$ cat src/rtl/owbm_pkg.sv
// Shared types and constants for the single-wire bus master.
package owbm_pkg;

  localparam int unsigned CNT_W      = 10;
  localparam int unsigned BYTE_W     = 8;
  localparam int unsigned BIT_IDX_W  = $clog2(BYTE_W);
  localparam int unsigned NUM_REGS   = 7;
  localparam int unsigned REG_IDX_W  = 3;
  localparam int unsigned Q_DEPTH    = 2;
  localparam int unsigned Q_PTR_W    = $clog2(Q_DEPTH);
  localparam int unsigned Q_CNT_W    = $clog2(Q_DEPTH + 1);

  localparam logic [REG_IDX_W-1:0] REG_RST_LOW  = 3'd0;
  localparam logic [REG_IDX_W-1:0] REG_PRES     = 3'd1;
  localparam logic [REG_IDX_W-1:0] REG_RST_REC  = 3'd2;
  localparam logic [REG_IDX_W-1:0] REG_LONG     = 3'd3;
  localparam logic [REG_IDX_W-1:0] REG_SHORT    = 3'd4;
  localparam logic [REG_IDX_W-1:0] REG_RSAMP    = 3'd5;
  localparam logic [REG_IDX_W-1:0] REG_RREC     = 3'd6;

  localparam logic [CNT_W-1:0] CFG_RESET [NUM_REGS] = '{
    CNT_W'(480), CNT_W'(60), CNT_W'(420), CNT_W'(60), CNT_W'(1), CNT_W'(13), CNT_W'(47)
  };

  typedef enum logic [1:0] {
    OP_RESET = 2'd0,
    OP_WRITE = 2'd1,
    OP_READ  = 2'd2
  } op_e;

  // One classified tick, as queued between front and back.
  typedef struct packed {
    logic              start;
    op_e               op;
    logic [BYTE_W-1:0] tx_byte;
    logic              line_level;
  } tick_t;

endpackage

$ cat src/rtl/one_wire_bus_master_top.sv
// Top level of the single-wire bus master: front decode, tick queue, slot engine.
//
//  channel   dir  beat                         tdata / tuser
//  s_axis    in   one bus tick                 tdata: tx_byte, line_level / tuser: cmd
//  m_axis    out  line and status for the tick tdata: drive_low, busy, done, presence, rx
//  cfg       in   register write               index 0..6, 10-bit value
//
// One beat in and one beat out per clock unless the output stalls; sustained rate is one tick per cycle.
// Each tick passes through the two-entry tick queue and then the output register.
// The slot engine handles each tick with one counter add and compare.
// Reset clears state and loads the default slot timings; no clearing pass.
// An output stall fills the queue, then drops s_axis_tready.
module one_wire_bus_master_top import owbm_pkg::*; (
  input  logic                 clk_i,
  input  logic                 rst_ni,
  input  logic                 s_axis_tvalid,
  output logic                 s_axis_tready,
  input  logic [15:0]          s_axis_tdata,   // [7:0] tx_byte, [8] line_level
  input  logic [2:0]           s_axis_tuser,   // [0] cmd_valid, [2:1] opcode
  output logic                 m_axis_tvalid,
  input  logic                 m_axis_tready,
  output logic [15:0]          m_axis_tdata,   // [0] drive_low, [1] busy_res,
                                               // [2] done_res, [3] presence, [11:4] rx_byte
  input  logic                 cfg_we_i,
  input  logic [REG_IDX_W-1:0] cfg_idx_i,
  input  logic [CNT_W-1:0]     cfg_data_i
);

  logic              head_valid;
  tick_t             head;
  logic              pop;
  logic              drive_low;
  logic              busy_res;
  logic              done_res;
  logic              presence;
  logic [BYTE_W-1:0] rx_byte;

  owbm_front u_front (
    .clk_i        (clk_i),
    .rst_ni       (rst_ni),
    .in_valid_i   (s_axis_tvalid),
    .in_ready_o   (s_axis_tready),
    .cmd_valid_i  (s_axis_tuser[0]),
    .opcode_i     (s_axis_tuser[2:1]),
    .tx_byte_i    (s_axis_tdata[7:0]),
    .line_level_i (s_axis_tdata[8]),
    .pop_i        (pop),
    .head_valid_o (head_valid),
    .head_o       (head)
  );

  owbm_back u_back (
    .clk_i        (clk_i),
    .rst_ni       (rst_ni),
    .cfg_we_i     (cfg_we_i),
    .cfg_idx_i    (cfg_idx_i),
    .cfg_data_i   (cfg_data_i),
    .head_valid_i (head_valid),
    .head_i       (head),
    .pop_o        (pop),
    .out_valid_o  (m_axis_tvalid),
    .out_ready_i  (m_axis_tready),
    .drive_low_o  (drive_low),
    .busy_res_o   (busy_res),
    .done_res_o   (done_res),
    .presence_o   (presence),
    .rx_byte_o    (rx_byte)
  );

  assign m_axis_tdata = {4'b0000, rx_byte, presence, done_res, busy_res, drive_low};

endmodule

$ cat src/rtl/owbm_front.sv
// Front end: accepts ticks, decodes the command and queues them for the engine.
module owbm_front import owbm_pkg::*; (
  input  logic        clk_i,
  input  logic        rst_ni,
  input  logic        in_valid_i,
  output logic        in_ready_o,
  input  logic        cmd_valid_i,
  input  logic [1:0]  opcode_i,
  input  logic [BYTE_W-1:0] tx_byte_i,
  input  logic        line_level_i,
  input  logic        pop_i,
  output logic        head_valid_o,
  output tick_t       head_o
);

  tick_t               entry_q [Q_DEPTH];
  logic [Q_PTR_W-1:0]  wr_ptr_q, wr_ptr_d;
  logic [Q_PTR_W-1:0]  rd_ptr_q, rd_ptr_d;
  logic [Q_CNT_W-1:0]  count_q, count_d;
  tick_t               item;
  logic                push;
  logic                is_cmd;

  assign is_cmd = cmd_valid_i && (opcode_i inside {OP_RESET, OP_WRITE, OP_READ});

  always_comb begin
    item.start      = is_cmd;
    item.op         = is_cmd ? op_e'(opcode_i) : OP_RESET;
    item.tx_byte    = tx_byte_i;
    item.line_level = line_level_i;
  end

  assign in_ready_o   = (count_q != Q_CNT_W'(Q_DEPTH));
  assign push         = in_valid_i && in_ready_o;
  assign head_valid_o = (count_q != '0);
  assign head_o       = entry_q[rd_ptr_q];

  always_comb begin
    wr_ptr_d = wr_ptr_q;
    rd_ptr_d = rd_ptr_q;
    count_d  = count_q;
    if (push) begin
      wr_ptr_d = wr_ptr_q + 1'b1;
    end
    if (pop_i) begin
      rd_ptr_d = rd_ptr_q + 1'b1;
    end
    if (push && !pop_i) begin
      count_d = count_q + 1'b1;
    end else if (!push && pop_i) begin
      count_d = count_q - 1'b1;
    end
  end

  always_ff @(posedge clk_i or negedge rst_ni) begin
    if (!rst_ni) begin
      wr_ptr_q <= '0;
      rd_ptr_q <= '0;
      count_q  <= '0;
    end else begin
      wr_ptr_q <= wr_ptr_d;
      rd_ptr_q <= rd_ptr_d;
      count_q  <= count_d;
    end
  end

  always_ff @(posedge clk_i) begin
    if (push) begin
      entry_q[wr_ptr_q] <= item;
    end
  end

  a_count_bound: assert property (@(posedge clk_i) disable iff (!rst_ni)
    count_q <= Q_CNT_W'(Q_DEPTH))
    else $error("queue count over depth");

  a_no_pop_empty: assert property (@(posedge clk_i) disable iff (!rst_ni)
    pop_i |-> count_q != '0)
    else $error("pop from empty queue");

endmodule

$ cat src/rtl/owbm_back.sv
// Back end: slot timing engine, configuration registers and output register.
module owbm_back import owbm_pkg::*; (
  input  logic                  clk_i,
  input  logic                  rst_ni,
  input  logic                  cfg_we_i,
  input  logic [REG_IDX_W-1:0]  cfg_idx_i,
  input  logic [CNT_W-1:0]      cfg_data_i,
  input  logic                  head_valid_i,
  input  tick_t                 head_i,
  output logic                  pop_o,
  output logic                  out_valid_o,
  input  logic                  out_ready_i,
  output logic                  drive_low_o,
  output logic                  busy_res_o,
  output logic                  done_res_o,
  output logic                  presence_o,
  output logic [BYTE_W-1:0]     rx_byte_o
);

  typedef enum logic [3:0] {
    PH_IDLE     = 4'd0,
    PH_RST_LOW  = 4'd1,
    PH_RST_WAIT = 4'd2,
    PH_RST_REC  = 4'd3,
    PH_W_LOW    = 4'd4,
    PH_W_HIGH   = 4'd5,
    PH_R_LOW    = 4'd6,
    PH_R_WAIT   = 4'd7,
    PH_R_REC    = 4'd8
  } phase_e;

  logic [CNT_W-1:0]     cfg_q [NUM_REGS];
  phase_e               phase_q, phase_d;
  logic [CNT_W-1:0]     tick_q, tick_d;
  logic [BIT_IDX_W-1:0] bit_q, bit_d;
  logic [BYTE_W-1:0]    shift_q, shift_d;
  logic                 pres_q, pres_d;
  logic [BYTE_W-1:0]    rx_q, rx_d;
  logic                 done_d;
  logic                 out_valid_q;
  logic                 drive_q, busy_q, done_q;
  logic                 take;
  logic                 is_idle;
  logic [CNT_W-1:0]     next_cnt;
  logic [CNT_W-1:0]     len_raw, len;
  logic                 phase_end;

  assign take  = head_valid_i && (!out_valid_q || out_ready_i);
  assign pop_o = take;

  assign is_idle = !(phase_q inside {[PH_RST_LOW:PH_R_REC]});

  always_comb begin
    case (phase_q)
      PH_RST_LOW:  len_raw = cfg_q[REG_RST_LOW];
      PH_RST_WAIT: len_raw = cfg_q[REG_PRES];
      PH_RST_REC:  len_raw = cfg_q[REG_RST_REC];
      PH_W_LOW:    len_raw = shift_q[0] ? cfg_q[REG_SHORT] : cfg_q[REG_LONG];
      PH_W_HIGH:   len_raw = shift_q[0] ? cfg_q[REG_LONG] : cfg_q[REG_SHORT];
      PH_R_LOW:    len_raw = cfg_q[REG_SHORT];
      PH_R_WAIT:   len_raw = cfg_q[REG_RSAMP];
      PH_R_REC:    len_raw = cfg_q[REG_RREC];
      default:     len_raw = CNT_W'(1);
    endcase
  end

  assign len       = (len_raw == '0) ? CNT_W'(1) : len_raw;
  assign next_cnt  = tick_q + CNT_W'(1);
  assign phase_end = (next_cnt >= len) || (next_cnt == '0);

  always_comb begin
    phase_d = phase_q;
    tick_d  = tick_q;
    bit_d   = bit_q;
    shift_d = shift_q;
    pres_d  = pres_q;
    rx_d    = rx_q;
    done_d  = 1'b0;
    if (take) begin
      if (is_idle) begin
        phase_d = PH_IDLE;
        if (head_i.start) begin
          tick_d = '0;
          bit_d  = '0;
          case (head_i.op)
            OP_RESET: begin
              phase_d = PH_RST_LOW;
            end
            OP_WRITE: begin
              shift_d = head_i.tx_byte;
              phase_d = PH_W_LOW;
            end
            default: begin
              shift_d = '0;
              phase_d = PH_R_LOW;
            end
          endcase
        end
      end else if (phase_end) begin
        tick_d = '0;
        case (phase_q)
          PH_RST_LOW: begin
            phase_d = PH_RST_WAIT;
          end
          PH_RST_WAIT: begin
            pres_d  = !head_i.line_level;
            phase_d = PH_RST_REC;
          end
          PH_RST_REC: begin
            phase_d = PH_IDLE;
            done_d  = 1'b1;
          end
          PH_W_LOW: begin
            phase_d = PH_W_HIGH;
          end
          PH_W_HIGH: begin
            if (bit_q == BIT_IDX_W'(BYTE_W - 1)) begin
              phase_d = PH_IDLE;
              done_d  = 1'b1;
            end else begin
              bit_d   = bit_q + 1'b1;
              shift_d = shift_q >> 1;
              phase_d = PH_W_LOW;
            end
          end
          PH_R_LOW: begin
            phase_d = PH_R_WAIT;
          end
          PH_R_WAIT: begin
            shift_d = {head_i.line_level, shift_q[BYTE_W-1:1]};
            phase_d = PH_R_REC;
          end
          default: begin
            if (bit_q == BIT_IDX_W'(BYTE_W - 1)) begin
              rx_d    = shift_q;
              phase_d = PH_IDLE;
              done_d  = 1'b1;
            end else begin
              bit_d   = bit_q + 1'b1;
              phase_d = PH_R_LOW;
            end
          end
        endcase
      end else begin
        tick_d = next_cnt;
      end
    end
  end

  always_ff @(posedge clk_i or negedge rst_ni) begin
    if (!rst_ni) begin
      for (int i = 0; i < NUM_REGS; i++) begin
        cfg_q[i] <= CFG_RESET[i];
      end
      phase_q     <= PH_IDLE;
      tick_q      <= '0;
      bit_q       <= '0;
      shift_q     <= '0;
      pres_q      <= 1'b0;
      rx_q        <= '0;
      out_valid_q <= 1'b0;
      drive_q     <= 1'b0;
      busy_q      <= 1'b0;
      done_q      <= 1'b0;
    end else begin
      if (cfg_we_i && (cfg_idx_i < REG_IDX_W'(NUM_REGS))) begin
        cfg_q[cfg_idx_i] <= cfg_data_i;
      end
      phase_q <= phase_d;
      tick_q  <= tick_d;
      bit_q   <= bit_d;
      shift_q <= shift_d;
      pres_q  <= pres_d;
      rx_q    <= rx_d;
      if (take) begin
        out_valid_q <= 1'b1;
        drive_q     <= (phase_d == PH_RST_LOW) || (phase_d == PH_W_LOW) ||
                       (phase_d == PH_R_LOW);
        busy_q      <= (phase_d != PH_IDLE);
        done_q      <= done_d;
      end else if (out_ready_i) begin
        out_valid_q <= 1'b0;
      end
    end
  end

  assign out_valid_o = out_valid_q;
  assign drive_low_o = drive_q;
  assign busy_res_o  = busy_q;
  assign done_res_o  = done_q;
  assign presence_o  = pres_q;
  assign rx_byte_o   = rx_q;

  a_drive_busy: assert property (@(posedge clk_i) disable iff (!rst_ni)
    out_valid_q && drive_q |-> busy_q)
    else $error("line driven outside a command");

  a_done_idle: assert property (@(posedge clk_i) disable iff (!rst_ni)
    out_valid_q && done_q |-> !busy_q)
    else $error("done while busy");

  a_count_idle: assert property (@(posedge clk_i) disable iff (!rst_ni)
    tick_q != '0 |-> phase_q != PH_IDLE)
    else $error("slot counter running while idle");

endmodule

$ cat config.mk
export PLATFORM = sky130hd
export DESIGN_NAME = one_wire_bus_master_top
export DESIGN_NICKNAME = d
export VERILOG_FILES = /design/src/rtl/owbm_pkg.sv /design/src/rtl/one_wire_bus_master_top.sv /design/src/rtl/owbm_front.sv /design/src/rtl/owbm_back.sv
export SDC_FILE = /design/constraint.sdc
export NUM_CORES = 1
export LEC_CHECK = 0
export ABC_AREA = 1
export BUFFER_PORTS_ARGS = -buffer_cell sky130_fd_sc_hd__buf_2
export CAP_MARGIN = 20
export CORE_ASPECT_RATIO = 1.75
export CORE_MARGIN = 2
export CORE_UTILIZATION = 50
export DETAILED_ROUTE_END_ITERATION = 6
export PLACE_DENSITY = 0.68
export SETUP_SLACK_MARGIN = 0.1
export SYNTH_ARGS = -nofsm -noshare
export SYNTH_HDL_FRONTEND = slang
export SYNTH_SLANG_ARGS = --single-unit
$ cat constraint.sdc
create_clock -name clk_i -period 3.6 [get_ports clk_i]
set_clock_uncertainty 0.05 [all_clocks]
set_input_delay 0.36 -clock clk_i [delete_from_list [all_inputs] [get_ports clk_i]]
set_output_delay 0.36 -clock clk_i [all_outputs]
set_load 0.02 [all_outputs]
==> Word level (Yosys, flattened, before mapping) <==
Memory sizes are Yosys's and may differ from the RTL's.
Cells that the tools add are included.
{ "totals": {"register_bits": 112, "mem_bits_rw": 24, "output_inout_bits": 18, "n_memories": 1} }
{ "memory_table": {"columns": ["name", "depth", "word_bits", "rd", "rd_clocked_by_memory_dff", "wr", "line", "source"], "rows": [
  ["u_front.entry_q", 2, 12, 1, 0, 1, "owbm_front.sv:16", "tick_t entry_q [Q_DEPTH];"]
]} }
{ "op_classes": {"add_sub_neg": 6, "n_lt_le_gt_ge": 6, "n_eq_ne": 22, "n_mux": 40, "bitwise": 2, "n_reduce_logical": 34} }
{ "ops": {"columns": ["op", "n"], "rows": [
  ["case mux 10 bit (8 select lines)", 1],
  ["bitwise mux 70 bit", 1],
  ["two-way mux 10 bit", 7],
  ["two-way mux 8 bit", 4],
  ["case mux 8 bit (2 select lines)", 2],
  ["demux 10 bit (select 3 bit)", 1],
  ["case mux 4 bit (7 select lines)", 1],
  ["== test 4 x 3 -> 1 bit, second input constant", 6],
  ["two-way mux 3 bit", 7],
  ["zero test 10 bit", 2],
  ["two-way mux 4 bit", 4],
  ["adder 10 x 1 -> 10 bit, second input constant", 1],
  ["greater-or-equal comparator 10 bit", 1],
  ["AND reduction 5 bit", 2],
  ["== test 4 x 1 -> 1 bit, second input constant", 2],
  ["== test 4 x 2 -> 1 bit, second input constant", 2],
  ["logical AND 1 bit", 8],
  ["nonzero test 2 bit", 4],
  ["two-way mux 1 bit", 7],
  ["OR reduction 7 bit", 1],
  ["two-way mux 2 bit", 3],
  ["inequality test 2 bit, second input constant", 3],
  ["inequality test 3 bit, second input constant", 2],
  ["case mux 3 bit (2 select lines)", 1],
  ["27 further kinds", 37]
]} }

==> Logic depth before layout (Yosys ltp) <==
Gate-level depths: netlist of run 1.
{ "logic_depth": {"ltp_word": 12, "mapped_depth": 30, "depth_no_buf": 30} }

==> Modules after synthesis <==
Synthesis of run 1 repeated with hierarchy kept, for this count alone.
{ "unflattened": {"hier_cells": 794, "hier_area_um2": 6897.9} }
{ "modules_own_cells": {"columns": ["module", "n_inst", "cells_per_inst", "area_each_um2", "seq_area_each_um2"], "rows": [
  ["owbm_back", 1, 717, 5700.5, 2733.9],
  ["owbm_front", 1, 68, 1133.6, 820.8],
  ["one_wire_bus_master_top", 1, 9, 63.8, 0.0]
]} }

==> Worst setup path before layout of run 1 <==
Ideal clock, no wire load.
{ "synth_path": {"path_type": "register to register", "start": "reg u_back.phase_q[1]", "end": "reg u_back.shift_q[6]", "arrival_time_ps": 3081, "t_required_ps": 3423, "path_slack_ps": 342, "path_stages_with_launch": 28, "path_buffers": 3, "period_less_slack_ps": 3258, "path_cell_list": "dfrtp_1 buf_2 inv_1 nor2_1 nand2_1 inv_1 clkbuf_1 nand2_1 nand2_1 a221oi_1 nand2_1 nor4_1 nand4_1 o21bai_1 ha_1 inv_1 nand2_1 a21oi_1 nor3_1 nor2_2 nand2_4 nor2_4 inv_2 nand4_2 inv_2 buf_6 nand2_1 o21ai_0"} }
{ "synth_via": {"elab_chain_len": 8, "word_cells_on_any_way": 25, "classes_between": "order compare (3); eq/ne (12); mux (5); reduce/logical (5)"} }
{ "synth_lines": {"columns": ["item", "line", "source"], "rows": [
  ["start, declared", "owbm_back.sv:33", "phase_e phase_q, phase_d;"],
  ["start signal, assigned", "owbm_back.sv:169", "phase_q <= phase_d;"],
  ["== test 4 bit, or another cell as far along", "owbm_back.sv:54", "case (phase_q)"],
  ["case mux 10 bit (8 select lines)", "owbm_back.sv:54", null],
  ["zero test 10 bit", "owbm_back.sv:67", "assign len = (len_raw == '0) ? CNT_W'(1) : len_raw;"],
  ["two-way mux 10 bit", "owbm_back.sv:67", null],
  ["greater-or-equal comparator 10 bit", "owbm_back.sv:69", "assign phase_end = (next_cnt >= len) || (next_cnt == '0);"],
  ["logical OR 1 bit", "owbm_back.sv:69", null],
  ["inequality test 2 x 1 -> 1 bit (no source line)", null, null],
  ["AND reduction 6 bit (no source line)", null, null],
  ["end signal, assigned", "owbm_back.sv:172", "shift_q <= shift_d;"],
  ["end, declared", "owbm_back.sv:36", "logic [BYTE_W-1:0] shift_q, shift_d;"]
]} }
Several ways; a longest one is shown, not always the timed one. The select of a mux whose other input is x is not followed.
A chain may end at the register's enable or synchronous reset.

==> Worst setup path in the final report of run 1 <==
{ "layout_path": {"start": "reg u_back.phase_q[1]", "end": "reg u_back.rx_q[0], in the netlist u_back.rx_byte_o[0]"} }
{ "layout_via": {"elab_chain_len": 7, "word_cells_on_any_way": 19, "classes_between": "order compare (3); eq/ne (8); mux (2); bitwise (1); reduce/logical (5)"} }
{ "layout_lines": {"columns": ["item", "line", "source"], "rows": [
  ["== test 4 bit, or another cell as far along", "owbm_back.sv:54", null],
  ["case mux 10 bit (8 select lines)", "owbm_back.sv:54", null],
  ["zero test 10 bit", "owbm_back.sv:67", null],
  ["two-way mux 10 bit", "owbm_back.sv:67", null],
  ["greater-or-equal comparator 10 bit", "owbm_back.sv:69", null],
  ["logical OR 1 bit", "owbm_back.sv:69", null],
  ["AND reduction 5 bit (no source line) (*)", null, null],
  ["end signal, assigned", "owbm_back.sv:174", "rx_q <= rx_d;"],
  ["end, declared", "owbm_back.sv:38", "logic [BYTE_W-1:0] rx_q, rx_d;"]
]} }
Mark *: on every way between the ends. The rest lies on a longest branch, timed or not.

==> results of run 1 <==
[logic make-up (layout without fill, tap and decap cells)]
group | after synthesis | after routing | share of synthesized area (%)
xor gates and xnor gates | 3 | 3 | 0.3833
and+or+nand+nor | 327 | 327 | 21.39
buffers and inverters | 139 | 246 | 8.704
DFF | 136 | 136 | 51.84
AOI/OAI and AO/OA | 167 | 167 | 14.93
adders and majority gates | 14 | 14 | 2.555
muxes | 1 | 1 | 0.1460
other | 1 | 4 | 0.05469
[power breakdown]
part / leakage (nW) / internal, mW / switching (mW) / total (mW)
logic: 2.19 / 1.54 / 2.19 / 3.73
registers: 1.60 / 1.96 / 0.224 / 2.18
clock network: 0.287 / 1.04 / 0.705 / 1.74
total: 4.08 / 4.53 / 3.12 / 7.66
[through the flow]
stage / setup WS [ns] / utilization (%)
after global routing: -0.2292 / 64.69
after CTS: 0.02072 / 62.60
after floorplan: 0.3422 / -
after global placement: -0.08584 / 55.73
after detailed placement: -0.2094 / 55.73
final: -0.03229 / 64.69
[state kept, by name, summed over array words and instances, names as in the netlist]
signal / count
u_front.count_q: 2
u_back.out_valid_o: 1
u_front.entry_q: 24
u_back.phase_q: 4
u_back.rx_byte_o: 8
u_back.cfg_q: 70
u_back.drive_low_o: 1
u_front.rd_ptr_q: 1
u_back.tick_q: 10
u_front.wr_ptr_q: 1
u_back.done_res_o: 1
u_back.busy_res_o: 1
u_back.bit_q: 3
u_back.presence_o: 1
u_back.shift_q: 8
[worst max-delay path: stages (launching register included)]
cell      delay, ns
dfrtp_2        0.44
inv_2          0.07
buf_4          0.13
buf_4          0.12
buf_4          0.13
nand3_2        0.09
nand3_4        0.11
buf_6          0.17
o22ai_1        0.13
nand3b_1       0.17
inv_1          0.07
nand4_1        0.09
o21bai_1       0.10
ha_1           0.31
inv_2          0.05
nand2_2        0.06
a21oi_2        0.06
nor3_2         0.14
nor2_2         0.06
buf_6          0.14
buf_4          0.14
a21oi_4        0.17
nand4_4        0.16
buf_12         0.22
nand2_4        0.06
o21ai_2        0.05
[path summary, 6_finish.rpt]
kind / start / to / slack, ns
setup / recovery: u_back.phase_q[1] / u_back.rx_byte_o[0] / -0.03
hold / removal: s_axis_tdata[1] / u_front.entry_q[1][2] / 0.08
setup reg to reg: u_back.phase_q[1] / u_back.rx_byte_o[0] / -0.03
hold reg to reg: u_back.drive_low_o / u_back.drive_low_o / 0.42
max in group asynchronous: rst_ni / u_back.cfg_q[10] / 2.25
min in group asynchronous: rst_ni / u_back.bit_q[2] / 0.43
[cell type report]
cell class	count	area [µm²]	share of cell area, %
sequential	136	3558	41.10
timing repair buffer	111	852.1	9.842
multi-input combinational	516	3033	35.03
tap	174	217.7	2.515
inverter	103	406.6	4.697
clock inverter	14	160.2	1.850
clock buffer	18	429.2	4.957
[layer usage]
metal  part of all wire (%)  GRT usage (%)  wire length (µm)
met1                     37          28.39              6675
met2                     55          44.76              9898
met3                    4.0          4.175               730
met4                    4.6          14.31               841
met5                      0              0                 0
[cell usage in the layout, fill, tap and decap left out, types with 3 or more instances in the layout]
cell type / instances
o22ai_1: 4
inv_1: 83
a21oi_2: 3
conb_1: 4
nand3_1: 16
buf_4: 50
inv_6: 5
o22ai_2: 7
buf_2: 44
o21ai_1: 15
clkbuf_16: 18
nand2_2: 17
o32ai_1: 7
buf_6: 9
nand2_4: 12
nor2_1: 51
edfxtp_1: 24
o21ai_0: 87
ha_1: 14
nor2_2: 4
nand2_1: 182
dfrtp_1: 84
nor2_4: 8
inv_4: 6
dfrtp_2: 3
nand3b_1: 3
inv_2: 14
nand3_2: 11
dfstp_2: 25
buf_12: 6
o21ai_2: 8
nand4_1: 11
clkinvlp_4: 4
a21oi_1: 12
[timing repair]
item	4_1_cts	5_1_grt
endpoints found under the hold margin	33	0
hold buffers	1	0
pin swaps	18	28
setup endpoints to repair	37	37
buffers inserted	16	5
gates resized for setup	41	60
cloned	0	1
==> run metrics, run 1 <==
Ports=55; # DRC=0; Final TNS setup=-0.2862 ns; most common cell in the synthesized netlist=nand2_1; Root Buffer Master=clkbuf_16; Yosys top cell by area=dfrtp_1; GRT Overall Usage=between 20% and 30%; total power=7.656 mW; Total Nets Final=936; PwrDens=slightly below 900 nW/µm²; DRT Pass-1 Iters=5; placed insts=around 1,000; Leak=between 4 and 5 nW; RSZ-0062 raised after global routing=yes; failing checks=negative setup slack; total CTS buffers=17; slew margin rel.=between 40% and 50%; DRT iter0 DRCs=between 400 and 500; overall die area=14,700 µm²; TritonCTS Sinks=about 140; CTS clock-pin slew for the worst setup and hold paths=0.07 ns; Cells on Worst Hold Path=1; setup ws final=-0.03229 ns; post-synth top area share=about a third; Unique masters post-synth=53; final instance area=just under 9000 µm²; Req. time, crit path=3.86 ns; Fin. Hold Viols=0; Routed WL per cell=between 15 and 20 µm; post-synthesis sequential area ratio=51.84%; Main synth FF type=dfrtp_1; post-DP HPWL=between 10 and 15 mm; Finished Layout Cells=between 1,000 and 1,500; largest cells by area after synthesis=dfrtp_1, nand2_1, edfxtp_1; DR vias=between 5,000 and 6,000; Vias/cell=between 5 and 6; GPL Wtd Cong=between 0.9 and 1; hold_ws=between 0.07 and 0.08 ns; Worst setup SP type=flop; Synth async-reset ratio=a little over 80%; Post-synth EDFFs=24; Peak VDD IR=between 0.5 and 0.6 mV; first-pass GRT wire length=about 29 mm; Core ar.=about 13,000 µm²; Synthesis Warnings=0; final count of pins violating max slew=0; Starting Density=between 50% and 60%; grt ovf=0; CP Max Fanout=8; final setup fails=17; maximum buffer depth of the clock tree=2; placed cell area=7458 µm²; Slew @ Worst Pin=roughly 0.85 ns; largest net degree at the start of global routing=69; Seq cells post-synth=roughly 140; share of cells above drive strength 1=between 30 and 40%; HP Class=in -> reg; Reg2Reg Depth=25; Syn Std Cell Area=between 6000 and 7000 µm²; synth cell count leaders=nand2_1, o21ai_0, inv_1; Fillers=1,047; part of the cycle the worst path needs=100.9%; CTS tree=built; Cells after Synth=788; H-tree depth=4; Routed Wire Length=approximately 18 mm; Crit Path Class=reg -> reg; port buffer count=43; initial antenna violation count=0; CP Capture Type=flop; Clock Latency Late Sink=about 0.42 ns; count of antenna-violating nets left after detailed routing=0; Die Span X=92.52 µm; row count=56; synthesis-to-finish area growth=26.26%; ANT cells=0; synthesized area per cell=roughly 8.7 µm²; Die Y=158.9 µm; vias in the first global route=6,064; status=finished with violations; Max Cap Violations=0; WP data arrival=approximately 3.9 ns; post-layout min period=between 3 and 4 ns; Max Clk Rate=between 0.2 and 0.3 GHz
No activity file was read; power rests on OpenSTA's default activity.
==> run 2: changes to the inputs <==
--- a/config.mk
+++ b/config.mk
@@ -11,9 +11,10 @@
 export CORE_ASPECT_RATIO = 1.75
 export CORE_MARGIN = 2
 export CORE_UTILIZATION = 50
+export CTS_BUF_LIST = sky130_fd_sc_hd__clkbuf_8
 export DETAILED_ROUTE_END_ITERATION = 6
 export PLACE_DENSITY = 0.68
-export SETUP_SLACK_MARGIN = 0.1
+export SETUP_SLACK_MARGIN = 0.15
 export SYNTH_ARGS = -nofsm -noshare
 export SYNTH_HDL_FRONTEND = slang
 export SYNTH_SLANG_ARGS = --single-unit
==> run metrics, run 2 (synthesis gave the netlist of run 1 again) <==
DRT Pass-1 Iters=5 (unchanged); DP Worst Slack=-0.2094 ns (unchanged); DR vias=5,865 (-0.76%); met3 usage=4.317% (+0.14 points); H-tree depth=4 (unchanged); met2 global-route usage=44.86% (+0.10 points); Hold Startpoint=m_axis_tready; Vias/cell=5.461 (-0.95%); multi-input logic area=3034 µm² (about the same); post-layout min period=3.618 ns (-0.01473 ns); Crit Path Class=reg -> reg; CP delay by family, top=simple AND/OR/NAND/NOR gates; final instance area=8459 µm² (-2.3%); GRT Overall Usage=25.27% (-0.067 points); WP data arrival=3.97 ns (+0.08 ns); row count=56 (unchanged); Largest Register=u_back.cfg_q; layer with the highest usage=met2; CTS tree=built; total power=7.101 mW (-7.3%); Clock Latency Late Sink=0.46 ns (+0.04 ns); max FFs per register=70 (unchanged); status=finished with violations; Worst setup SP type=flop; commonest non-fill, non-tap cells in the layout=nand2_1, o21ai_0, dfrtp_1; vias in the first global route=6,122 (+0.96%); part of the cycle the worst path needs=100.5% (-0.41 points); post-DP HPWL=12.05 mm (unchanged); first-pass GRT wire length=29.17 mm (about the same); ANT cells=0 (unchanged); synthesis-to-finish area growth=23.38%; Util after Layout=63.21% (-1.5 points); Die Span X=92.52 µm (unchanged); overall die area=14,700 µm² (unchanged); Total Nets Final=938 (+0.21%); register area=3558 µm² (unchanged); CP peak stage delay=0.43 ns (about the same); slowest stage cell, crit path=dfrtp_1; R2R Path End=u_back.drive_low_o; Starting Density=51.23% (unchanged); # DRC=0 (unchanged); Peak VDD IR=0.4883 mV (-5.7%); port buffer count=43 (unchanged); Routed WL per cell=16.74 µm (-1.1%); CP Capture Type=flop; grt ovf=0 (unchanged); Slew @ Worst Pin=0.8668 ns (+0.02113 ns); RSZ-0062 raised after global routing=yes; Buf/Inv on CP=8 (-2); Die Y=158.9 µm (unchanged); count of antenna-violating nets left after detailed routing=0 (unchanged); Fillers=1,112 (+6.2%); setup ws final=-0.01756 ns (+0.01473 ns); Fin. Hold Viols=0 (unchanged); Max Cap Violations=0 (unchanged); total CTS buffers=17 (unchanged); placed cell area=7458 µm² (unchanged); top flop regs=u_back.cfg_q (70), u_front.entry_q (24), u_back.tick_q (10); Min-Delay Endpoint=u_back.out_valid_o; final count of pins violating max slew=0 (unchanged); Reg2Reg Depth=29 (+16%); CTS clock-pin slew for the worst setup and hold paths=0.09 ns (+0.02 ns); PwrDens=839.4 nW/µm² (-5.1%); maximum buffer depth of the clock tree=2 (unchanged); final setup fails=5 (-12); Root Buffer Master=clkbuf_8; Leak=3.984 nW (-2.3%); initial antenna violation count=0 (unchanged); DRT iter0 DRCs=444 (-3.3%); Worst R2R Start=u_back.phase_q[3]; Req. time, crit path=3.95 ns (+0.09 ns); setup slack, reg-to-reg=-0.02 ns (about the same); share of cells above drive strength 1=31.78% (+0.49 points); CP Max Fanout=6 (-2); slew margin rel.=42.05% (-1.4 points); Ports=55 (unchanged); cell repeated most along the worst path=nand2_2; GPL Wtd Cong=0.9286 (unchanged); HP Class=in -> reg; Worst Setup SP=u_back.phase_q[3]; Cells on Worst Hold Path=2 (+1); largest net degree at the start of global routing=69 (unchanged); failing checks=negative setup slack; Max Clk Rate=0.2764 GHz (+0.41%); Routed Wire Length=17.98 mm (-0.91%); commonest non-fill, non-tap cell in the layout=nand2_1; Core ar.=13,380 µm² (unchanged); TritonCTS Sinks=136 (unchanged); M1 GR Usage=28.12% (-0.27 points)
==> run 2: what timing repair did <==
item | in CTS | in global routing
pin swaps | 13 | 26
endpoints found under the hold margin | 33 | 0
gates cloned | 0 | 1
gates resized for setup | 48 | 53
hold buffers | 1 | 0
setup endpoints to repair | 37 | 37
setup buffers | 19 | 3
==> run 2: worst max path at each step <==
stage	to	slack, ns	cells after the start
2_1_floorplan	u_back.shift_q[6]	0.34	27
3_3_place_gp	u_back.drive_low_o	-0.09	28
3_5_place_dp	u_back.rx_byte_o[5]	-0.21	21
4_1_cts	u_back.drive_low_o	0.06	31
5_1_grt	u_back.drive_low_o	-0.25	28
6_report	u_back.drive_low_o	-0.02	29
==> run 2: stage by stage <==
step | TNS (ns) | instances | hold WS (ns)
after CTS | 0 | 1068 | 0.03343
after floorplan | 0 | 791 | 0.01441
after global routing | -5.320 | 1074 | 0.02796
after detailed placement | -4.246 | 1016 | 0.3503
final | -0.03385 | 1074 | 0.03844
after global placement | -0.8774 | 1016 | 0.3402
==> run 2: layout make-up <==
| type | instances | share of cell area, % |
|---|---|---|
| Clock inverter | 15 | 1.938 |
| Sequential cell | 136 | 42.06 |
| Timing Repair Buffer | 113 | 9.939 |
| Clock buffer | 17 | 2.766 |
| Multi-Input combinational cell | 516 | 35.87 |
| Inverter | 103 | 4.851 |
| Tap cell | 174 | 2.574 |
==> run 2: power by group <==
group,leakage (nW),switching (mW),internal [mW]
clock network,0.204,0.650,0.631
registers,1.60,0.220,1.95
logic,2.18,2.16,1.49
total,3.98,3.03,4.07
==> run 2: worst reg2reg max path, delay by kind of cell, from the launching register on <==
| kind | cells | cell delay, ns |
|---|---|---|
| simple gates | 16 | 1.29 |
| compound gates | 4 | 0.68 |
| flops | 1 | 0.43 |
| buf+inv | 8 | 0.82 |
| fa+ha+maj | 1 | 0.28 |
==> run 2: metal layers <==
metal	vias to the layer above	wire length [µm]
li1	2780	-
met1	2820	6674
met2	199	9693
met3	66	757
met4	0	856
met5	-	0
==> run 3: changes to the inputs <==
--- a/config.mk
+++ b/config.mk
@@ -10,10 +10,9 @@
 export CAP_MARGIN = 20
 export CORE_ASPECT_RATIO = 1.75
 export CORE_MARGIN = 2
-export CORE_UTILIZATION = 50
+export CORE_UTILIZATION = 40
 export CTS_BUF_LIST = sky130_fd_sc_hd__clkbuf_8
 export DETAILED_ROUTE_END_ITERATION = 6
-export PLACE_DENSITY = 0.68
 export SETUP_SLACK_MARGIN = 0.15
 export SYNTH_ARGS = -nofsm -noshare
 export SYNTH_HDL_FRONTEND = slang
==> run metrics, run 3 (synthesis gave the netlist of run 1 again) <==
final count of pins violating max slew=0 (unchanged); max FFs per register=70 (unchanged); Largest Register=u_back.cfg_q; GPL Wtd Cong=0.8106 (-13%); Max Cap Violations=0 (unchanged); commonest non-fill, non-tap cell in the layout=nand2_1; Slew @ Worst Pin=0.7882 ns (-0.07859 ns); CTS tree=built; initial antenna violation count=0 (unchanged); ANT cells=0 (unchanged); Vias/cell=4.917 (-10%); count of antenna-violating nets left after detailed routing=0 (unchanged); Crit Path Class=reg -> reg; final instance area=8352 µm² (-1.3%); overall die area=18,250 µm² (+24%); total power=6.913 mW (-2.6%); port buffer count=43 (unchanged); grt ovf=0 (unchanged); post-layout min period=3.429 ns (-0.1882 ns); Worst setup SP type=flop; vias in the first global route=5,369 (-12%); Total Nets Final=933 (-0.53%); slew margin rel.=47.31% (+5.3 points); share of cells above drive strength 1=29.27% (-2.5 points); setup slack, reg-to-reg=0.17 ns (+0.19 ns); total CTS buffers=17 (unchanged); DP Worst Slack=-0.1230 ns (+0.08642 ns); TritonCTS Sinks=136 (unchanged); part of the cycle the worst path needs=95.26% (-5.2 points); Routed Wire Length=16.61 mm (-7.6%); row count=63 (+13%); post-DP HPWL=12.02 mm (-0.32%); # DRC=0 (unchanged); Fin. Hold Viols=0 (unchanged); final setup fails=0 (-5); Core ar.=16,870 µm² (+26%); Max Clk Rate=0.2916 GHz (+5.5%); first-pass GRT wire length=27.06 mm (-7.2%); Die Y=177.2 µm (+12%); Leak=3.951 nW (-0.83%); DRT iter0 DRCs=186 (-58%); CP Capture Type=flop; GRT Overall Usage=19.41% (-5.9 points); HP Class=in -> reg; Ports=55 (unchanged); Clock Latency Late Sink=0.44 ns (-0.02 ns); placed cell area=7616 µm² (+2.1%); commonest non-fill, non-tap cells in the layout=nand2_1, o21ai_0, inv_1; synthesis-to-finish area growth=21.81%; setup ws final=0.1707 ns (+0.1882 ns); DRT Pass-1 Iters=4 (-1); Peak VDD IR=0.3480 mV (-29%); largest net degree at the start of global routing=68 (-1.4%); Die Span X=103.0 µm (+11%); DR vias=5,517 (-5.9%); Req. time, crit path=3.87 ns (-0.08 ns); CTS clock-pin slew for the worst setup and hold paths=0.08 ns (about the same); CP Max Fanout=8 (+2); maximum buffer depth of the clock tree=2 (unchanged); Routed WL per cell=14.80 µm (-12%); H-tree depth=4 (unchanged); PwrDens=827.7 nW/µm² (-1.4%); Fillers=1,683 (+51%); status=completed; WP data arrival=3.70 ns (-0.27 ns); top flop regs=u_back.cfg_q (70), u_front.entry_q (24), u_back.tick_q (10); Root Buffer Master=clkbuf_8; Starting Density=40.65% (-11 points); RSZ-0062 raised after global routing=yes
run 3: changes by cell type in the layout (fill, tap and decap cells not counted), sizes merged:
cell	before	now
clkinvlp	5	2
buf	111	106
clkinv	2	5
run 3: path summary, 6_finish.rpt:
path                                      from             endpoint  depth (start not counted)
max reg2reg                  u_back.phase_q[1]    u_back.shift_q[1]                         23
max in group asynchronous               rst_ni     u_back.cfg_q[48]                          3
min in group asynchronous               rst_ni     u_back.cfg_q[25]                          2
min                              m_axis_tready   u_back.out_valid_o                          2
max                          u_back.phase_q[1]    u_back.shift_q[1]                         23
min reg2reg                u_back.rx_byte_o[0]  u_back.rx_byte_o[0]                          2
run 3: critical path, stage by stage (launching register included):
cell and delay, ns:
dfrtp_2 0.48, buf_6 0.15, nand3_4 0.08, clkinvlp_4 0.17, a22o_1 0.23, nor2_1 0.18
o2111ai_2 0.16, inv_1 0.12, nand4_1 0.09, o21bai_1 0.17, ha_1 0.25, inv_1 0.05
nand2_1 0.06, a21oi_2 0.14, nor3_2 0.06, nor2_2 0.11, buf_6 0.15, nand2_8 0.08
nor2_4 0.15, inv_2 0.07, nand4_4 0.11, inv_8 0.07, nand2_1 0.06, o21ai_1 0.06
run 3: final cells by class:
cell class	instances	area (µm²)	area share, %
Sequential cell	136	3558	42.61
Multi-Input combinational cell	516	2922	34.98
Timing Repair Buffer	107	777.0	9.303
Inverter	103	410.4	4.914
Tap cell	227	284.0	3.401
Clock buffer	18	247.7	2.966
Clock inverter	14	146.4	1.753
Timing Repair inverter	1	6.256	0.07491
run 3: report_power, final:
part	total (mW)	internal, mW	switching [mW]
clock network	1.27	0.639	0.630
logic	3.49	1.42	2.07
registers	2.15	1.95	0.196
total	6.91	4.02	2.90
run 3: timing repair:
item,in CTS,in global routing
cloned,0,1
gates resized for setup,18,57
endpoints found under the hold margin,42,0
setup buffers,4,5
hold buffers,1,0
endpoints found under the setup margin,31,36
pin swaps,4,19
run 3: routing by layer:
layer  global-route usage [%]  up-vias  share of wire (%)
met3                    3.120       35                2.3
met1                    21.98     2616                 39
met2                    35.52       88                 55
li1                         -     2778                  -
met4                    7.456        0                3.0
met5                        0        -                  0
run 3: through the flow:
stage               util, %  TNS, ns  hold WS [ns]  instances
floorplan                 -        0       0.01441        791
global placement      45.08  -0.4624        0.3703       1078
detailed placement    45.15  -0.8276        0.3655       1079
CTS                   48.18        0       0.02816       1116
global route          49.51   -2.205       0.02467       1122
finish                49.51        0       0.05462       1122
